==> config.mk <==
export PLATFORM = sky130hd
export DESIGN_NAME = damage_region_frame_pacer_unit
export DESIGN_NICKNAME = d
export VERILOG_FILES = /design/src/sv/drfp_pkg.sv /design/src/sv/drfp_core.sv /design/src/sv/damage_region_frame_pacer_unit.sv
export SDC_FILE = /design/constraint.sdc
export NUM_CORES = 1
export LEC_CHECK = 0
export ABC_AREA = 1
export BUFFER_PORTS_ARGS = -buffer_cell sky130_fd_sc_hd__buf_2
export CORE_MARGIN = 2
export CORE_UTILIZATION = 50
export DETAILED_ROUTE_END_ITERATION = 10
export GPL_ROUTABILITY_DRIVEN = 0
export PLACE_DENSITY = 0.68
export SLEW_MARGIN = 30
export SYNTH_ARGS = -nofsm -noshare
export SYNTH_HDL_FRONTEND = slang
export SYNTH_HIERARCHICAL = 1
export SYNTH_SLANG_ARGS = --single-unit
==> constraint.sdc <==
create_clock -name aclk -period 20.5 [get_ports aclk]
set_clock_uncertainty 0.2 [all_clocks]
set_input_delay 1.025 -clock aclk [delete_from_list [all_inputs] [get_ports aclk]]
set_output_delay 1.025 -clock aclk [all_outputs]
set_load 0.1 [all_outputs]
==> src/sv/drfp_pkg.sv <==
// ============================================================================
// drfp_pkg
// Types and constants shared by the damage region frame pacer modules.
// ============================================================================
package drfp_pkg;

    localparam int CFG_BITS       = 16;
    localparam int CFG_IDX_BITS   = 2;
    localparam int FRAME_CNT_BITS = 32;

    localparam logic [CFG_BITS-1:0] FRAME_INTERVAL_RST = 16'd8333;
    localparam logic [CFG_BITS-1:0] MIN_DELAY_RST      = 16'd100;

    localparam logic [CFG_IDX_BITS-1:0] CFG_IDX_INTERVAL   = 2'd0;
    localparam logic [CFG_IDX_BITS-1:0] CFG_IDX_MIN_DELAY  = 2'd1;
    localparam logic [CFG_IDX_BITS-1:0] CFG_IDX_CONTINUOUS = 2'd2;

    typedef enum logic [1:0] {
        ACT_DAMAGE   = 2'd0,
        ACT_TICK     = 2'd1,
        ACT_RENDER   = 2'd2,
        ACT_SCHEDULE = 2'd3
    } action_t;

    typedef enum logic [1:0] {
        EVT_NONE     = 2'd0,
        EVT_DUE      = 2'd1,
        EVT_RENDERED = 2'd2,
        EVT_SKIPPED  = 2'd3
    } event_t;

    typedef struct packed {
        logic [CFG_BITS-1:0] frame_interval;
        logic [CFG_BITS-1:0] min_delay;
        logic                continuous_mode;
    } cfg_t;

endpackage

==> src/sv/drfp_core.sv <==
// ============================================================================
// drfp_core
// Damage box, frame timer and frame counter state with the per-request step.
// ============================================================================
module drfp_core
    import drfp_pkg::*;
#(
    parameter int COORD_BITS = 16,
    parameter int TIMER_BITS = 16
) (
    input  logic                      aclk,
    input  logic                      aresetn,
    input  logic                      step_en,
    input  cfg_t                      cfg,
    input  action_t                   action,
    input  logic [COORD_BITS-1:0]     rect_x,
    input  logic [COORD_BITS-1:0]     rect_y,
    input  logic [COORD_BITS-2:0]     rect_w,
    input  logic [COORD_BITS-2:0]     rect_h,
    output event_t                    res_event,
    output logic [COORD_BITS-1:0]     res_box_x,
    output logic [COORD_BITS-1:0]     res_box_y,
    output logic [COORD_BITS:0]       res_box_w,
    output logic [COORD_BITS:0]       res_box_h,
    output logic                      res_pending,
    output logic                      res_scheduled,
    output logic [FRAME_CNT_BITS-1:0] res_frames
);

    localparam int EW = COORD_BITS + 3;
    localparam int DW = (TIMER_BITS > CFG_BITS) ? TIMER_BITS : CFG_BITS;
    localparam logic [TIMER_BITS-1:0] TIMER_MAX = {TIMER_BITS{1'b1}};

    logic [COORD_BITS-1:0]     acc_x_reg, acc_x_next;
    logic [COORD_BITS-1:0]     acc_y_reg, acc_y_next;
    logic [COORD_BITS:0]       acc_w_reg, acc_w_next;
    logic [COORD_BITS:0]       acc_h_reg, acc_h_next;
    logic                      damage_reg, damage_next;
    logic                      armed_reg, armed_next;
    logic [TIMER_BITS-1:0]     countdown_reg, countdown_next;
    logic [TIMER_BITS-1:0]     since_reg, since_next;
    logic [FRAME_CNT_BITS-1:0] frames_reg, frames_next;

    logic signed [EW-1:0] old_l, old_t, new_l, new_t;
    logic signed [EW-1:0] old_r, old_b, new_r, new_b;
    logic signed [EW-1:0] u_l, u_t, u_r, u_b, u_w, u_h;
    logic                 rect_empty;

    logic [DW-1:0]         since_ext, interval_ext, delay_raw;
    logic [TIMER_BITS-1:0] since_tick;
    logic [TIMER_BITS-1:0] sched_delay;
    logic                  sched_ok;

    // box union
    always_comb begin
        old_l = {{3{acc_x_reg[COORD_BITS-1]}}, acc_x_reg};
        old_t = {{3{acc_y_reg[COORD_BITS-1]}}, acc_y_reg};
        new_l = {{3{rect_x[COORD_BITS-1]}}, rect_x};
        new_t = {{3{rect_y[COORD_BITS-1]}}, rect_y};
        old_r = old_l + {2'b00, acc_w_reg};
        old_b = old_t + {2'b00, acc_h_reg};
        new_r = new_l + {4'b0000, rect_w};
        new_b = new_t + {4'b0000, rect_h};
        u_l   = (old_l < new_l) ? old_l : new_l;
        u_t   = (old_t < new_t) ? old_t : new_t;
        u_r   = (old_r > new_r) ? old_r : new_r;
        u_b   = (old_b > new_b) ? old_b : new_b;
        u_w   = u_r - u_l;
        u_h   = u_b - u_t;
        rect_empty = (rect_w == '0) || (rect_h == '0);
    end

    // arming delay: the frame interval in continuous mode, else taken from the elapsed time including this tick
    always_comb begin
        since_tick = since_reg;
        if ((action == ACT_TICK) && (since_reg != TIMER_MAX)) begin
            since_tick = since_reg + 1'b1;
        end
        since_ext    = DW'(since_tick);
        interval_ext = DW'(cfg.frame_interval);
        if (cfg.continuous_mode) begin
            delay_raw = interval_ext;
        end else if (since_ext < interval_ext) begin
            delay_raw = interval_ext - since_ext;
        end else begin
            delay_raw = DW'(cfg.min_delay);
        end
        if (delay_raw > DW'(TIMER_MAX)) begin
            sched_delay = TIMER_MAX;
        end else begin
            sched_delay = delay_raw[TIMER_BITS-1:0];
        end
    end

    always_comb begin
        acc_x_next     = acc_x_reg;
        acc_y_next     = acc_y_reg;
        acc_w_next     = acc_w_reg;
        acc_h_next     = acc_h_reg;
        damage_next    = damage_reg;
        armed_next     = armed_reg;
        countdown_next = countdown_reg;
        since_next     = since_reg;
        frames_next    = frames_reg;
        res_event      = EVT_NONE;
        res_box_x      = '0;
        res_box_y      = '0;
        res_box_w      = '0;
        res_box_h      = '0;
        sched_ok       = 1'b0;

        case (action)
            ACT_DAMAGE: begin
                if (!rect_empty) begin
                    damage_next = 1'b1;
                    if (!damage_reg) begin
                        acc_x_next = rect_x;
                        acc_y_next = rect_y;
                        acc_w_next = {2'b00, rect_w};
                        acc_h_next = {2'b00, rect_h};
                    end else begin
                        acc_x_next = u_l[COORD_BITS-1:0];
                        acc_y_next = u_t[COORD_BITS-1:0];
                        acc_w_next = u_w[COORD_BITS:0];
                        acc_h_next = u_h[COORD_BITS:0];
                    end
                end
            end
            ACT_TICK: begin
                since_next = since_tick;
                if (armed_reg) begin
                    if (countdown_reg <= TIMER_BITS'(1)) begin
                        countdown_next = '0;
                        armed_next     = 1'b0;
                        res_event      = EVT_DUE;
                        sched_ok       = !cfg.continuous_mode && damage_reg;
                    end else begin
                        countdown_next = countdown_reg - 1'b1;
                    end
                end
            end
            ACT_RENDER: begin
                if (!cfg.continuous_mode && !damage_reg) begin
                    res_event = EVT_SKIPPED;
                end else begin
                    res_event   = EVT_RENDERED;
                    res_box_x   = acc_x_reg;
                    res_box_y   = acc_y_reg;
                    res_box_w   = acc_w_reg;
                    res_box_h   = acc_h_reg;
                    acc_x_next  = '0;
                    acc_y_next  = '0;
                    acc_w_next  = '0;
                    acc_h_next  = '0;
                    damage_next = 1'b0;
                    frames_next = frames_reg + 1'b1;
                    since_next  = '0;
                    sched_ok    = cfg.continuous_mode && !armed_reg;
                end
            end
            ACT_SCHEDULE: begin
                sched_ok = !armed_reg && (cfg.continuous_mode || damage_reg);
            end
            default: begin
                res_event = EVT_NONE;
            end
        endcase

        if (sched_ok) begin
            armed_next     = 1'b1;
            countdown_next = sched_delay;
        end

        res_pending   = damage_next;
        res_scheduled = armed_next;
        res_frames    = frames_next;
    end

    always_ff @(posedge aclk) begin
        if (!aresetn) begin
            acc_x_reg     <= '0;
            acc_y_reg     <= '0;
            acc_w_reg     <= '0;
            acc_h_reg     <= '0;
            damage_reg    <= 1'b0;
            armed_reg     <= 1'b0;
            countdown_reg <= '0;
            since_reg     <= '0;
            frames_reg    <= '0;
        end else if (step_en) begin
            acc_x_reg     <= acc_x_next;
            acc_y_reg     <= acc_y_next;
            acc_w_reg     <= acc_w_next;
            acc_h_reg     <= acc_h_next;
            damage_reg    <= damage_next;
            armed_reg     <= armed_next;
            countdown_reg <= countdown_next;
            since_reg     <= since_next;
            frames_reg    <= frames_next;
        end
    end

endmodule

==> src/sv/damage_region_frame_pacer_unit.sv <==
// ============================================================================
// damage_region_frame_pacer_unit
// Damage bounding box accumulator with a tick-driven frame pacing timer.
// ============================================================================
//   channel   direction  handshake            content
//   s_        in         s_tvalid / s_tready  action, damage rectangle
//   m_        out        m_tvalid / m_tready  event, box, flags, frame count
//   cfg_      in         cfg_valid / cfg_ready register index and value
//
// one request per cycle while the output is not stalled; a request passes the input register, then the output register
// the box, timer and counter state update in the step between the input
// and output registers, so each request sees the previous one's effect
// a stalled result holds the input register; both stages fill before s_tready drops
// reset clears the valid flags and core state and loads the default frame interval and min delay
module damage_region_frame_pacer_unit
    import drfp_pkg::*;
#(
    parameter int COORD_BITS = 16,
    parameter int TIMER_BITS = 16
) (
    input  logic                                        aclk,
    input  logic                                        aresetn,
    input  logic                                        s_tvalid,
    output logic                                        s_tready,
    // rect_x, rect_y, rect_w, rect_h, zero pad
    input  logic [((4*COORD_BITS-2+7)/8)*8-1:0]         s_tdata,
    // action
    input  logic [1:0]                                  s_tuser,
    output logic                                        m_tvalid,
    input  logic                                        m_tready,
    // box_x, box_y, box_w, box_h, pending_flag, scheduled_flag, frames_done, zero pad
    output logic [((4*COORD_BITS+4+FRAME_CNT_BITS+7)/8)*8-1:0] m_tdata,
    // event_res
    output logic [1:0]                                  m_tuser,
    input  logic                                        cfg_valid,
    output logic                                        cfg_ready,
    input  logic [CFG_IDX_BITS-1:0]                     cfg_index,
    input  logic [CFG_BITS-1:0]                         cfg_data
);

    localparam int IN_BITS  = 4*COORD_BITS - 2;
    localparam int OUT_BITS = 4*COORD_BITS + 4 + FRAME_CNT_BITS;
    localparam int OUT_W    = ((OUT_BITS + 7) / 8) * 8;

    cfg_t cfg_reg;

    logic                  in_valid_reg;
    action_t               action_reg;
    logic [COORD_BITS-1:0] rect_x_reg, rect_y_reg;
    logic [COORD_BITS-2:0] rect_w_reg, rect_h_reg;

    logic                  out_valid_reg;
    event_t                event_reg;
    logic [OUT_BITS-1:0]   out_data_reg;

    logic                      out_free, step_en, in_take;
    event_t                    res_event;
    logic [COORD_BITS-1:0]     res_box_x, res_box_y;
    logic [COORD_BITS:0]       res_box_w, res_box_h;
    logic                      res_pending, res_scheduled;
    logic [FRAME_CNT_BITS-1:0] res_frames;

    assign out_free  = !out_valid_reg || m_tready;
    assign step_en   = in_valid_reg && out_free;
    assign s_tready  = !in_valid_reg || out_free;
    assign in_take   = s_tvalid && s_tready;
    assign cfg_ready = 1'b1;

    assign m_tvalid = out_valid_reg;
    assign m_tuser  = event_reg;
    assign m_tdata  = OUT_W'(out_data_reg);

    always_ff @(posedge aclk) begin
        if (!aresetn) begin
            cfg_reg.frame_interval  <= FRAME_INTERVAL_RST;
            cfg_reg.min_delay       <= MIN_DELAY_RST;
            cfg_reg.continuous_mode <= 1'b0;
        end else if (cfg_valid) begin
            case (cfg_index)
                CFG_IDX_INTERVAL:   cfg_reg.frame_interval  <= cfg_data;
                CFG_IDX_MIN_DELAY:  cfg_reg.min_delay       <= cfg_data;
                CFG_IDX_CONTINUOUS: cfg_reg.continuous_mode <= cfg_data[0];
                default: begin
                end
            endcase
        end
    end

    always_ff @(posedge aclk) begin
        if (!aresetn) begin
            in_valid_reg <= 1'b0;
        end else if (in_take) begin
            in_valid_reg <= 1'b1;
        end else if (step_en) begin
            in_valid_reg <= 1'b0;
        end
    end

    always_ff @(posedge aclk) begin
        if (in_take) begin
            action_reg <= action_t'(s_tuser);
            rect_x_reg <= s_tdata[COORD_BITS-1:0];
            rect_y_reg <= s_tdata[2*COORD_BITS-1:COORD_BITS];
            rect_w_reg <= s_tdata[3*COORD_BITS-2:2*COORD_BITS];
            rect_h_reg <= s_tdata[IN_BITS-1:3*COORD_BITS-1];
        end
    end

    always_ff @(posedge aclk) begin
        if (!aresetn) begin
            out_valid_reg <= 1'b0;
        end else if (step_en) begin
            out_valid_reg <= 1'b1;
        end else if (m_tready) begin
            out_valid_reg <= 1'b0;
        end
    end

    always_ff @(posedge aclk) begin
        if (step_en) begin
            event_reg    <= res_event;
            out_data_reg <= {res_frames, res_scheduled, res_pending,
                             res_box_h, res_box_w, res_box_y, res_box_x};
        end
    end

    drfp_core #(
        .COORD_BITS (COORD_BITS),
        .TIMER_BITS (TIMER_BITS)
    ) u_core (
        .aclk          (aclk),
        .aresetn       (aresetn),
        .step_en       (step_en),
        .cfg           (cfg_reg),
        .action        (action_reg),
        .rect_x        (rect_x_reg),
        .rect_y        (rect_y_reg),
        .rect_w        (rect_w_reg),
        .rect_h        (rect_h_reg),
        .res_event     (res_event),
        .res_box_x     (res_box_x),
        .res_box_y     (res_box_y),
        .res_box_w     (res_box_w),
        .res_box_h     (res_box_h),
        .res_pending   (res_pending),
        .res_scheduled (res_scheduled),
        .res_frames    (res_frames)
    );

endmodule
# == Word-level counts from Yosys, hierarchy flattened ==
# Index checks and enable logic that the tools add are counted.
# classes
addsub,10
n_lt_le_gt_ge,7
eq_ne,8
mux,48
bitwise_logic,1
n_reduce_logical,33
# op_table
op,n
$mux W16,13
$mux W17,9
$pmux W16 S2,3
$pmux W17 S2,2
$mux W32,2
$lt A16 B16 Y1,3
$add A16 B18 Y19,2
$gt A19 B17 Y1,2
$add A16 B16 Y17,2
$sub A17 B17 Y17,2
$add A32 B1 Y32 const B,1
$logic_not A15 Y1,2
$add A16 B1 Y16 const B,1
$gt A16 B16 Y1 const B,1
$le A16 B1 Y1 const B,1
$ne A16 B16 Y1 const B,1
$sub A16 B1 Y16 const B,1
$sub A16 B16 Y16,1
$mux W1,15
$reduce_bool A2 Y1,6
$logic_and A1 B1 Y1,7
$eq A2 B2 Y1 const B,3
$reduce_and A2 Y1,3
$reduce_and A3 Y1,2
12 further kinds,22
# word_totals
ff_bits,333
input_bits,89
out_inout_bits,109
elab_cells,129

# == Logic depth before layout (Yosys ltp) ==
# Gate-level depths: netlist of run 1.
# depth
word_depth,9
mapped_depth,47
ltp_nobuf,46

# == Modules after synthesis ==
# The synthesis of run 1 kept the hierarchy.
# modules_own_cells
module,instances,cells_per_inst,area_each_um2,seq_area_each_um2
drfp_core,1,2446,15710.1,2642.5
damage_region_frame_pacer_unit,1,388,6503.7,5685.5

# == Worst setup path after synthesis of run 1 ==
# No wires, ideal clock.
# synth_path
path_kind,input-to-reg
startpoint,in m_tready
endpoint,reg u_core.acc_w_reg[8]
setup_ns,0.065
arrival_time_ns,7.576
required_ns,20.235
setup_slack_ns,12.659
stages,12
n_path_buf,2
path_cell_list,inv_1 -> a21oi_1 -> clkbuf_1 -> inv_1 -> nor2_1 -> nand2_1 -> nor2_1 -> clkbuf_1 -> o21ai_0 -> a21oi_1 -> a21oi_1 -> nor2_1
# synth_between
elab_chain_len,3
# synth_rtl
item,line,text
from (decl),damage_region_frame_pacer_unit.sv:30,"input logic m_tready,"
$logic_or A1 B1 Y1,damage_region_frame_pacer_unit.sv:63,assign out_free = !out_valid_reg || m_tready;
$logic_and A1 B1 Y1,damage_region_frame_pacer_unit.sv:64,assign step_en = in_valid_reg && out_free;
via step_en,damage_region_frame_pacer_unit.sv:56,"logic out_free, step_en, in_take;"
$reduce_and A4 Y1 (no line),n/a,
to (signal assigned),drfp_core.sv:193,acc_w_reg <= acc_w_next;
to (decl),drfp_core.sv:36,"logic [COORD_BITS:0] acc_w_reg, acc_w_next;"
# The timed path passes the listed nets, and every way through them passes these cells.
# A chain may end at the register's enable or synchronous reset.

# == Worst setup path after layout of run 1 ==
# layout_path
startpoint,reg rect_x_reg[2]
endpoint,reg u_core.acc_w_reg[16]
# layout_between
elab_chain_len,7
elab_cells_between_ends,9
cone_classes,2 x add/sub; 2 x order compare; 5 x mux
# layout_rtl
item,line,text
from (decl),damage_region_frame_pacer_unit.sv:49,"logic [COORD_BITS-1:0] rect_x_reg, rect_y_reg;"
from (signal assigned),damage_region_frame_pacer_unit.sv:102,rect_x_reg <= s_tdata[COORD_BITS-1:0];
$add A16 B16 Y17,drfp_core.sv:62,"new_r = new_l + {4'b0000, rect_w};"
$gt A19 B17 Y1,drfp_core.sv:66,u_r = (old_r > new_r) ? old_r : new_r;
$mux W17,drfp_core.sv:66,
$sub A17 B17 Y17 *,drfp_core.sv:68,u_w = u_r - u_l;
$mux W17 *,drfp_core.sv:116,if (!damage_reg) begin
$mux W17 *,drfp_core.sv:114,if (!rect_empty) begin
$pmux W17 S2 *,drfp_core.sv:112,case (action)
# Every way passes the cells marked *; elsewhere a longest branch is shown, timed or not. The select of a mux whose other input is x is not followed.

==> results of run 1 <==
-- cells in the mapped netlist, types with 4 or more instances --
cell	n	share of area
o21ai_0	141	0.032
o21a_1	4	0.0014
nand4_1	26	0.0073
xnor2_1	46	0.018
a21o_1	14	0.0047
nor4_1	12	0.0034
nor2_1	276	0.047
xor2_1	101	0.040
nor2_2	5	0.0014
buf_2	12	0.0027
o31ai_1	6	0.0020
nand2_2	28	0.0079
a21boi_0	5	0.0017
nand3_1	117	0.026
a211oi_1	6	0.0020
o21ai_1	26	0.0059
inv_2	15	0.0025
nand2_1	572	0.097
inv_1	294	0.050
o21ai_2	18	0.0071
fa_1	7	0.0063
dfxtp_1	167	0.15
ha_1	186	0.10
nand2_4	5	0.0025
edfxtp_1	166	0.22
o221ai_1	9	0.0035
a31oi_1	10	0.0028
nor3_2	9	0.0041
or2_2	14	0.0039
nand3_2	7	0.0032
nor3_1	31	0.0070
o211ai_1	40	0.014
buf_1	15	0.0025
clkbuf_1	59	0.010
buf_6	8	0.0041
buf_4	6	0.0020
a21oi_1	307	0.069
o21bai_1	7	0.0024
a21oi_2	10	0.0039
-- where the power goes --
group	switching, mW	internal [mW]
Combinational	0.361	0.167
Sequential	0.0272	0.731
Clock	0.290	0.428
-- metal layers --
metal	vias up	part of all wire	track usage
met1	9214	0.43	0.330
met5	-	0	0
li1	9817	-	-
met2	604	0.47	0.432
met4	0	0.038	0.106
met3	128	0.058	0.0408
-- cell families after synthesis --
logic type,Yosys count
compound gates,620
flops,333
other cells,2
buf+inv,414
simple gates,1125
xor+xnor,147
fa+ha+maj,193
-- worst register-to-register path, delay by kind of cell (launching register included) --
family / cells / cell delay, ps
AOI/OAI and AO/OA: 9 / 1450
xor gates and xnor gates: 1 / 270
adders and majority gates: 3 / 1150
DFF: 1 / 420
and+or+nand+nor: 26 / 2830
buffers and inverters: 4 / 420
-- layout make-up --
cell class,instances,share of cell area
inverter,313,0.0474
antenna,2,0.000201
clock inverter,18,0.00809
clock buffer,56,0.0455
multi-input combinational,2090,0.492
sequential,333,0.334
tap,592,0.0297
timing repair buffer,204,0.0425
-- placed cells by master, fill, tap and decap left out, types with 12 or more instances in the layout --
cell type | netlist | routed
a21o_1 | 14 | 14
a21oi_1 | 307 | 306
buf_2 | 12 | 190
buf_4 | 6 | 13
clkbuf_16 | 0 | 41
dfxtp_1 | 167 | 166
edfxtp_1 | 166 | 166
ha_1 | 186 | 186
inv_1 | 294 | 292
inv_2 | 15 | 16
nand2_1 | 572 | 570
nand2_2 | 28 | 30
nand3_1 | 117 | 117
nand4_1 | 26 | 26
nor2_1 | 276 | 274
nor3_1 | 31 | 31
nor4_1 | 12 | 12
o211ai_1 | 40 | 40
o21ai_0 | 141 | 141
o21ai_1 | 26 | 26
o21ai_2 | 18 | 18
or2_2 | 14 | 14
xnor2_1 | 46 | 45
xor2_1 | 101 | 101
-- worst max path at each step --
stage | from | end | slack [ps] | cells after the start
finish | rect_x_reg[2] | u_core/acc_w_reg[16] | 13690 | 43
global route | rect_x_reg[2] | u_core/acc_w_reg[16] | 13160 | 43
CTS | rect_x_reg[2] | u_core/acc_w_reg[16] | 13780 | 43
detailed placement | rect_x_reg[2] | u_core/acc_w_reg[16] | 13790 | 43
global placement | rect_x_reg[2] | u_core/acc_w_reg[16] | 13940 | 41
floorplan | m_tready | u_core/acc_w_reg[8] | 12660 | 12
==> run metrics, run 1 <==
crit path max-delay cell type fa_1; CTS tree done; GR Util All Layers 0.257; required time of the critical path 20,810 ps; part of the Yosys area used for sequential elements 0.375; # port buffers 190; min-delay src cfg_reg[17]; Setup TNS 0 ps; Final Cell Area ~25,000 sq um; die width roughly 210 um; ANT nets after route 0; Worst Max-Slew Pin Slew around 930 ps; post-DP HPWL 45,200 um; placed cell count roughly 3,500; post_cts resized 0; Avg WL per Cell between 15 and 20 um; initial cell density of the core 0.505; via-per-instance ratio ~5.5; htree depth 2; yosys warns 6; total grt overflow 0; Die Y between 200 and 250 um; clock-pin slew on the worst setup and hold paths about 60 ps; CTS Buf Count 40; max FFs per register 100; Netlist cell types roughly 70; CP delay by family, top simple AND/OR/NAND/NOR gates; Worst-Skew Late Latency 580 ps; period utilization 0.332; XOR/XNOR Fraction of Synth Area 0.0580; worst hold slack approximately 270 ps; fmax ~0.15 GHz; initial DRC count about 1,600; WP buf/inv 4; ys async rst share 0; cell mode on critical path nand2_1; Gate Count Post-Synth about 2,800; Hold Path End cfg_reg[17]; Pwr Total about 2.0 mW; R2R Setup Slk approximately 14,000 ps; Max-Cap Viols 0; register area around 8300 sq um; quantity of hold-fixing buffers added after cts 0; Post-DP Area ~24,000 sq um; Power Dens Cells approximately 80 nW/um^2; TritonRoute pass-1 iters 6; Core ar. around 44,000 sq um; DP Worst Slack roughly 14,000 ps; flops & latches, synth around 330; # IOs roughly 200; area occupied by multi-input gates ~12,000 sq um; status complete, no violations; global-route wire length before repair about 96,000 um; largest net degree at the start of global routing 94; Hold Path Stages 2; final hold viol count 0; worst-path fanout max 29; Leak roughly 11 nW; post-CTS setup buffer count 0; Syn Area/Cell between 7 and 8 sq um; RSZ-0062 raised after global routing false; Post-synth EDFFs approximately 170; FF-to-FF path depth between 40 and 50; Slew Viols, Final 0; CTS sink count about 330; VDD IR max between 0.05 and 0.06 mV; CTS root buf clkbuf_16; combinational family with the most area after synthesis simple AND/OR/NAND/NOR gates; fin crit period 6810 ps; Synth Cell Area 22,200 sq um; DRC viols 0; Worst setup EP type flop; Synth Flop Type dfxtp_1; CP Launch Type flop; Simple-Gate Fraction of Synth Area 0.221; Min-Delay Path Class reg2reg; Compound-Gate Fraction of Synth Area 0.160; drt total wl between 60,000 and 70,000 um; initial antenna violation count 2; Final WS setup 13,690 ps; post-synthesis mux area share 0; Non-Filler Instances between 3,000 and 4,000; Post-Synth Adder-Cell Area 0.111; layout cells sized above 1 0.133; Core Util, Final 0.566; area grow syn2layout 12.1%; Crit path arrival time 7120 ps; worst r2r src rect_x_reg[2]; Slew HR 0.377; CP max stage delay around 430 ps; Critical Setup Path Class reg2reg; die area 46,100 sq um; worst r2r dst u_core/acc_w_reg[16]; CTS Buffer Depth 3; vias ~20,000; number of global-route vias before repair roughly 19,000; Final #Nets between 3,000 and 4,000; layout filler cell count between 4,000 and 5,000; Site Rows 77; Setup violations, final 0
Power figures use the tool's default switching activity.
==> run 2, diff against run 1 <==
Clock period 20.5 ns to 6.9 ns, I/O delays scaled along.
==> run 2 against run 1 <==
  * Clock-buffer cell count grew 2
  * Maximum frequency grew 6.3%
  * Critical path type unchanged
  * Largest cell class unchanged
  * Utilization grew 2.0 points
  * Largest power group unchanged
  * Via count grew 2.2%
  * Highest routed layer unchanged
  * Sequential share of layout area shrank 1.1 points
  * Setup slack lost 13000 ps
  * Wire length grew 1.9%
  * Die area is the same
  * Critical path depth shrank 6
==> run metrics, run 2 (same netlist as run 1, synthesis figures left out) <==
number of global-route vias before repair 19,200 (+1.9%); die width 215 um (unchanged); fmax 0.156 GHz (+6.3%); Die Y 215 um (unchanged); Worst-Skew Late Latency 570 ps (about the same); post-CTS setup buffer count 0 (unchanged); Worst Max-Slew Pin Slew 912 ps (-21.5 ps); # IOs 198 (unchanged); fin crit period 6400 ps (-404 ps); CP Launch Type flop; largest net degree at the start of global routing 88 (-6.4%); period utilization 0.928 (+0.596); met1 usage 0.329 (-0.000451); Core ar. 44,000 sq um (unchanged); initial cell density of the core 0.505 (unchanged); DRC viols 0 (unchanged); CP max stage delay 430 ps (about the same); M3 GR Usage 0.0436 (+0.00283); GR Util All Layers 0.262 (+0.00458); Setup crit start rect_w_reg[2]; Crit path arrival time 6620 ps (-500 ps); status complete, no violations; vias 20,200 (+2.2%); commonest non-fill, non-tap cells in the layout 570 x nand2_1, 305 x a21oi_1, 292 x inv_1, 274 x nor2_1, 190 x buf_2; Max-Cap Viols 0 (unchanged); total grt overflow 0 (unchanged); CTS Buf Count 38 (-5.0%); initial DRC count 1,553 (-0.13%); max FFs per register 100 (unchanged); CTS tree done; global route hottest layer met2; ANT nets after route 0 (unchanged); Setup TNS 0 ps (unchanged); cell mode on critical path nand2_1; RSZ-0062 raised after global routing false; initial antenna violation count 1 (-1); Critical Setup Path Class reg2reg; CP endpoint u_core/acc_w_reg[13]; worst-path fanout max 24 (-17%); crit path max-delay cell type edfxtp_1; CTS sink count 333 (unchanged); worst r2r dst u_core/acc_w_reg[13]; M2 GR Usage 0.440 (+0.00820); Site Rows 77 (unchanged); layout cells sized above 1 0.134 (+0.000192); register area 8330 sq um (unchanged); Slew Viols, Final 0 (unchanged); VDD IR max 0.153 mV (+170%); Leak 11.6 nW (+3.3%); layout filler cell count 3,998 (-2.6%); Worst setup EP type flop; Min-Delay Path Class in2reg; FF-to-FF path depth 37 (-14%); die area 46,100 sq um (unchanged); drt total wl 61,800 um (+1.9%); area grow syn2layout 16.0%; Final #Nets 3,360 (+2.9%); global-route wire length before repair 97,400 um (+1.1%); Avg WL per Cell 16.7 um (-0.64%); CTS Buffer Depth 3 (unchanged); clock-pin slew on the worst setup and hold paths 60 ps (about the same); area occupied by multi-input gates 12,300 sq um (+0.40%); via-per-instance ratio 5.46 (-0.36%); htree depth 2 (unchanged); final hold viol count 0 (unchanged); worst r2r src rect_w_reg[2]; Slew HR 0.392 (+0.0144); CTS root buf clkbuf_16; Setup violations, final 0 (unchanged); # port buffers 190 (unchanged); post-DP HPWL 45,300 um (+0.35%); R2R Setup Slk 500 ps (-13,200 ps); TritonRoute pass-1 iters 6 (unchanged); Pwr Total 5.81 mW (+190%); commonest non-fill, non-tap cell in the layout nand2_1; Power Dens Cells 226 nW/um^2 (+180%); required time of the critical path 7120 ps (-13,690 ps)
## run 2: cell types whose count changed in the layout (fill, tap and decap cells not counted), moves of 3 or more
cell | previous run | this run
clkbuf_1 | 10 | 14
buf_4 | 13 | 24
bufinv_16 | 3 | 0
xor2_2 | 0 | 3
xor2_1 | 101 | 98
dlygate4sd3_1 | 0 | 86
## run 2: worst min path at each step
stage | from | to | cells past startpoint
after floorplan | cfg_reg[17] | cfg_reg[17] | 2
after global placement | cfg_reg[17] | cfg_reg[17] | 2
after detailed placement | cfg_reg[17] | cfg_reg[17] | 2
after CTS | cfg_valid | cfg_reg[30] | 3
after global routing | cfg_valid | cfg_reg[24] | 3
final | cfg_valid | cfg_reg[30] | 3
## run 2: report_power, final
group,leakage (nW),switching [mW],internal [mW]
clock network,0.574,0.822,1.10
registers,2.95,0.0841,2.17
logic,8.08,1.09,0.544
total,11.6,2.00,3.82
## run 2: worst max-delay path: cells and delay by family, from the launching register on
kind            cells  cell delay, ps
simple gates       16            1540
xor+xnor            2             380
compound gates     14            2330
fa+ha+maj           3            1020
flops               1             430
buf+inv             2             320
## run 2: per-stage QoR
| step | area (sq um) | setup slack (ps) | cells | util | hold WS [ps] |
|---|---|---|---|---|---|
| 2_1_floorplan | 22200 | 1290 | 2837 | - | 229 |
| 3_3_place_gp | 23600 | 672 | 3543 | 0.537 | 243 |
| 3_5_place_dp | 23600 | 500 | 3543 | 0.537 | 261 |
| 4_1_cts | 25700 | 483 | 3698 | 0.583 | 117 |
| 5_1_grt | 25800 | 0.512 | 3700 | 0.585 | 171 |
| 6_report | 25800 | 499 | 3700 | 0.585 | 158 |
## run 2: repair_timing
item,in CTS,in global routing
hold endpoints to repair,99,0
endpoints found under the setup margin,0,5
hold buffers,86,0
gates resized for setup,0,11
## run 2: cell type report
class | instances | area share
well taps | 592 | 0.0287
inverters | 313 | 0.0459
clock inverters | 11 | 0.00316
diodes | 1 | 0.0000971
repair buffers | 302 | 0.0788
clock buffers | 58 | 0.0426
flip-flops and latches | 333 | 0.323
multi-input cells | 2090 | 0.478
## run 2: per-layer routing
layer,share of wire,wire (um),up-vias
li1,-,-,9994
met1,0.42,26100,9388
met2,0.47,29300,660
met3,0.061,3760,151
met4,0.043,2670,0
met5,0,0,-
==> run 3, diff against run 2 <==
Clock period 6.9 ns to 6.72 ns, I/O delays scaled along.
==> run 3 against run 2 <==
  * Clock-buffer cell count down 7
  * Utilization up 0.23 points
  * Sequential cell count unchanged
  * Wire length up 0.28%
  * Maximum frequency up 0.84%
  * Critical path depth up 6
  * Combinational power up 4%
  * Sequential share of layout area down 0.12 points
  * Die area unchanged
  * Hold slack worse by 110 ps
  * Critical endpoint is now u_core/acc_w_reg[16]
==> run metrics, run 3 (same netlist as run 1, synthesis figures left out) <==
status complete, no violations; Leak 11.6 nW (+0.33%); total grt overflow 0 (unchanged); Post-DP Area 23,700 sq um (about the same); via-per-instance ratio 5.42 (-0.72%); Critical Setup Path Class reg2reg; Crit path arrival time 6650 ps (+30 ps); RSZ-0062 raised after global routing true; crit path max-delay cell type edfxtp_1; CTS root buf clkbuf_16; cell mode on critical path nand2_1; period utilization 0.945 (+0.0169); Worst setup EP type flop; layout cells sized above 1 0.136 (+0.00263); area grow syn2layout 16.5%; htree depth 2 (unchanged); final hold viol count 0 (unchanged); worst hold slack 50.6 ps (-107 ps); Final Cell Area 25,900 sq um (+0.39%); R2R Setup Slk 370 ps (-130 ps); CTS sink count 333 (unchanged); DP Worst Slack 391 ps (-108 ps); initial cell density of the core 0.505 (unchanged); Final #Nets 3,365 (+0.15%); VDD IR max 0.161 mV (+5.6%); required time of the critical path 7020 ps (-100 ps); Site Rows 77 (unchanged); Worst Max-Slew Pin Slew 954 ps (+41.3 ps); # port buffers 190 (unchanged); initial DRC count 1,280 (-18%); largest net degree at the start of global routing 91 (+3.4%); max FFs per register 100 (unchanged); GR Util All Layers 0.262 (+0.000541); DRC viols 0 (unchanged); fin crit period 6350 ps (-53.3 ps); Slew HR 0.364 (-0.0275); Hold Path Stages 2 (-1); global-route wire length before repair 97,900 um (+0.52%); TritonRoute pass-1 iters 6 (unchanged); Min-Delay Path Class in2reg; ANT nets after route 0 (unchanged); Hold Path End cfg_reg[30]; CTS tree done; number of global-route vias before repair 19,000 (-1.0%); Power Dens Cells 235 nW/um^2 (+4.0%); CTS Buf Count 39 (+2.6%); commonest non-fill, non-tap cells in the layout 569 x nand2_1, 304 x a21oi_1, 292 x inv_1, 274 x nor2_1, 189 x buf_2; Non-Filler Instances 3,705 (+0.14%); FF-to-FF path depth 43 (+16%); worst r2r dst u_core/acc_w_reg[16]; commonest non-fill, non-tap cell in the layout nand2_1; Setup violations, final 0 (unchanged); worst r2r src rect_x_reg[2]; CTS Buffer Depth 3 (unchanged); Max-Cap Viols 0 (unchanged); fmax 0.158 GHz (+0.84%); Worst-Skew Late Latency 580 ps (about the same); Die Y 215 um (unchanged); initial antenna violation count 0 (-1); # IOs 198 (unchanged); drt total wl 62,000 um (+0.28%); placed cell count 3,543 (unchanged); CP max stage delay 460 ps (+30 ps); min-delay src aresetn; die width 215 um (unchanged); Final WS setup 372 ps (-127 ps); ANT cells 0 (-1); clock-pin slew on the worst setup and hold paths 60 ps (about the same); die area 46,100 sq um (unchanged); Slew Viols, Final 0 (unchanged); Avg WL per Cell 16.7 um (+0.14%); Core ar. 44,000 sq um (unchanged); worst-path fanout max 6 (-75%); CP Launch Type flop; post-DP HPWL 45,800 um (+0.94%); vias 20,100 (-0.58%)
[run 3: cell types whose count changed in the layout (fill, tap and decap cells not counted), moves of 3 or more]
cell / change
clkinv_2: +3
buf_4: +5
ha_4: +3
clkbuf_1: -6
ha_1: -4
clkinv_1: +4
o21ai_1: +3
[run 3: through the flow]
| stage | setup TNS (ps) | power (mW) | util |
|---|---|---|---|
| after detailed placement | 0 | 3.96 | 0.537 |
| after floorplan | 0 | 3.61 | - |
| after global placement | 0 | 3.92 | 0.537 |
| after global routing | -120 | 6.38 | 0.588 |
| after CTS | 0 | 6.08 | 0.585 |
| final | 0 | 6.07 | 0.588 |
[run 3: final cells by class]
cell class,instances,area [sq um]
Inverter,313,1180
Clock inverter,20,176
Multi-Input combinational cell,2090,12300
Timing Repair Buffer,306,2050
Tap cell,592,741
Sequential cell,333,8330
Fill cell,4031,18200
Clock buffer,51,1060
[run 3: metal layers]
layer  track usage  up-vias  part of all wire
li1              -    10000                 -
met1         0.329     9260              0.43
met2         0.443      634              0.47
met3        0.0466      154             0.060
met4         0.113        0             0.044
met5             0        -                 0
[run 3: worst max path at each step]
| stage | startpoint | end | slack [ps] |
|---|---|---|---|
| floorplan | rect_y_reg[2] | u_core/acc_h_reg[14] | 1110 |
| global placement | rect_x_reg[2] | u_core/acc_w_reg[16] | 520 |
| detailed placement | rect_x_reg[2] | u_core/acc_w_reg[16] | 390 |
| CTS | rect_x_reg[2] | u_core/acc_w_reg[16] | 370 |
| global route | rect_h_reg[1] | u_core/acc_h_reg[14] | -70 |
| finish | rect_x_reg[2] | u_core/acc_w_reg[16] | 370 |
[run 3: power by group]
| group | internal [mW] | switching (mW) | total [mW] | leakage [nW] |
|---|---|---|---|---|
| sequential | 2.23 | 0.0818 | 2.31 | 2.95 |
| clock | 1.20 | 0.874 | 2.07 | 0.610 |
| combinational | 0.570 | 1.12 | 1.69 | 8.09 |
[run 3: timing repair]
action	in CTS	in global routing
resized for setup	0	17
endpoints found under the hold margin	99	0
setup endpoints to repair	0	6
hold buffers	87	0
setup buffers	0	4
[run 3: worst max-delay path: cells and delay by family, from the launching register on]
family | cells | cell delay [ps]
and+or+nand+nor | 26 | 2670
AOI/OAI and AO/OA | 9 | 1340
adders and majority gates | 3 | 1070
DFF | 1 | 460
xor gates and xnor gates | 1 | 310
buffers and inverters | 4 | 210
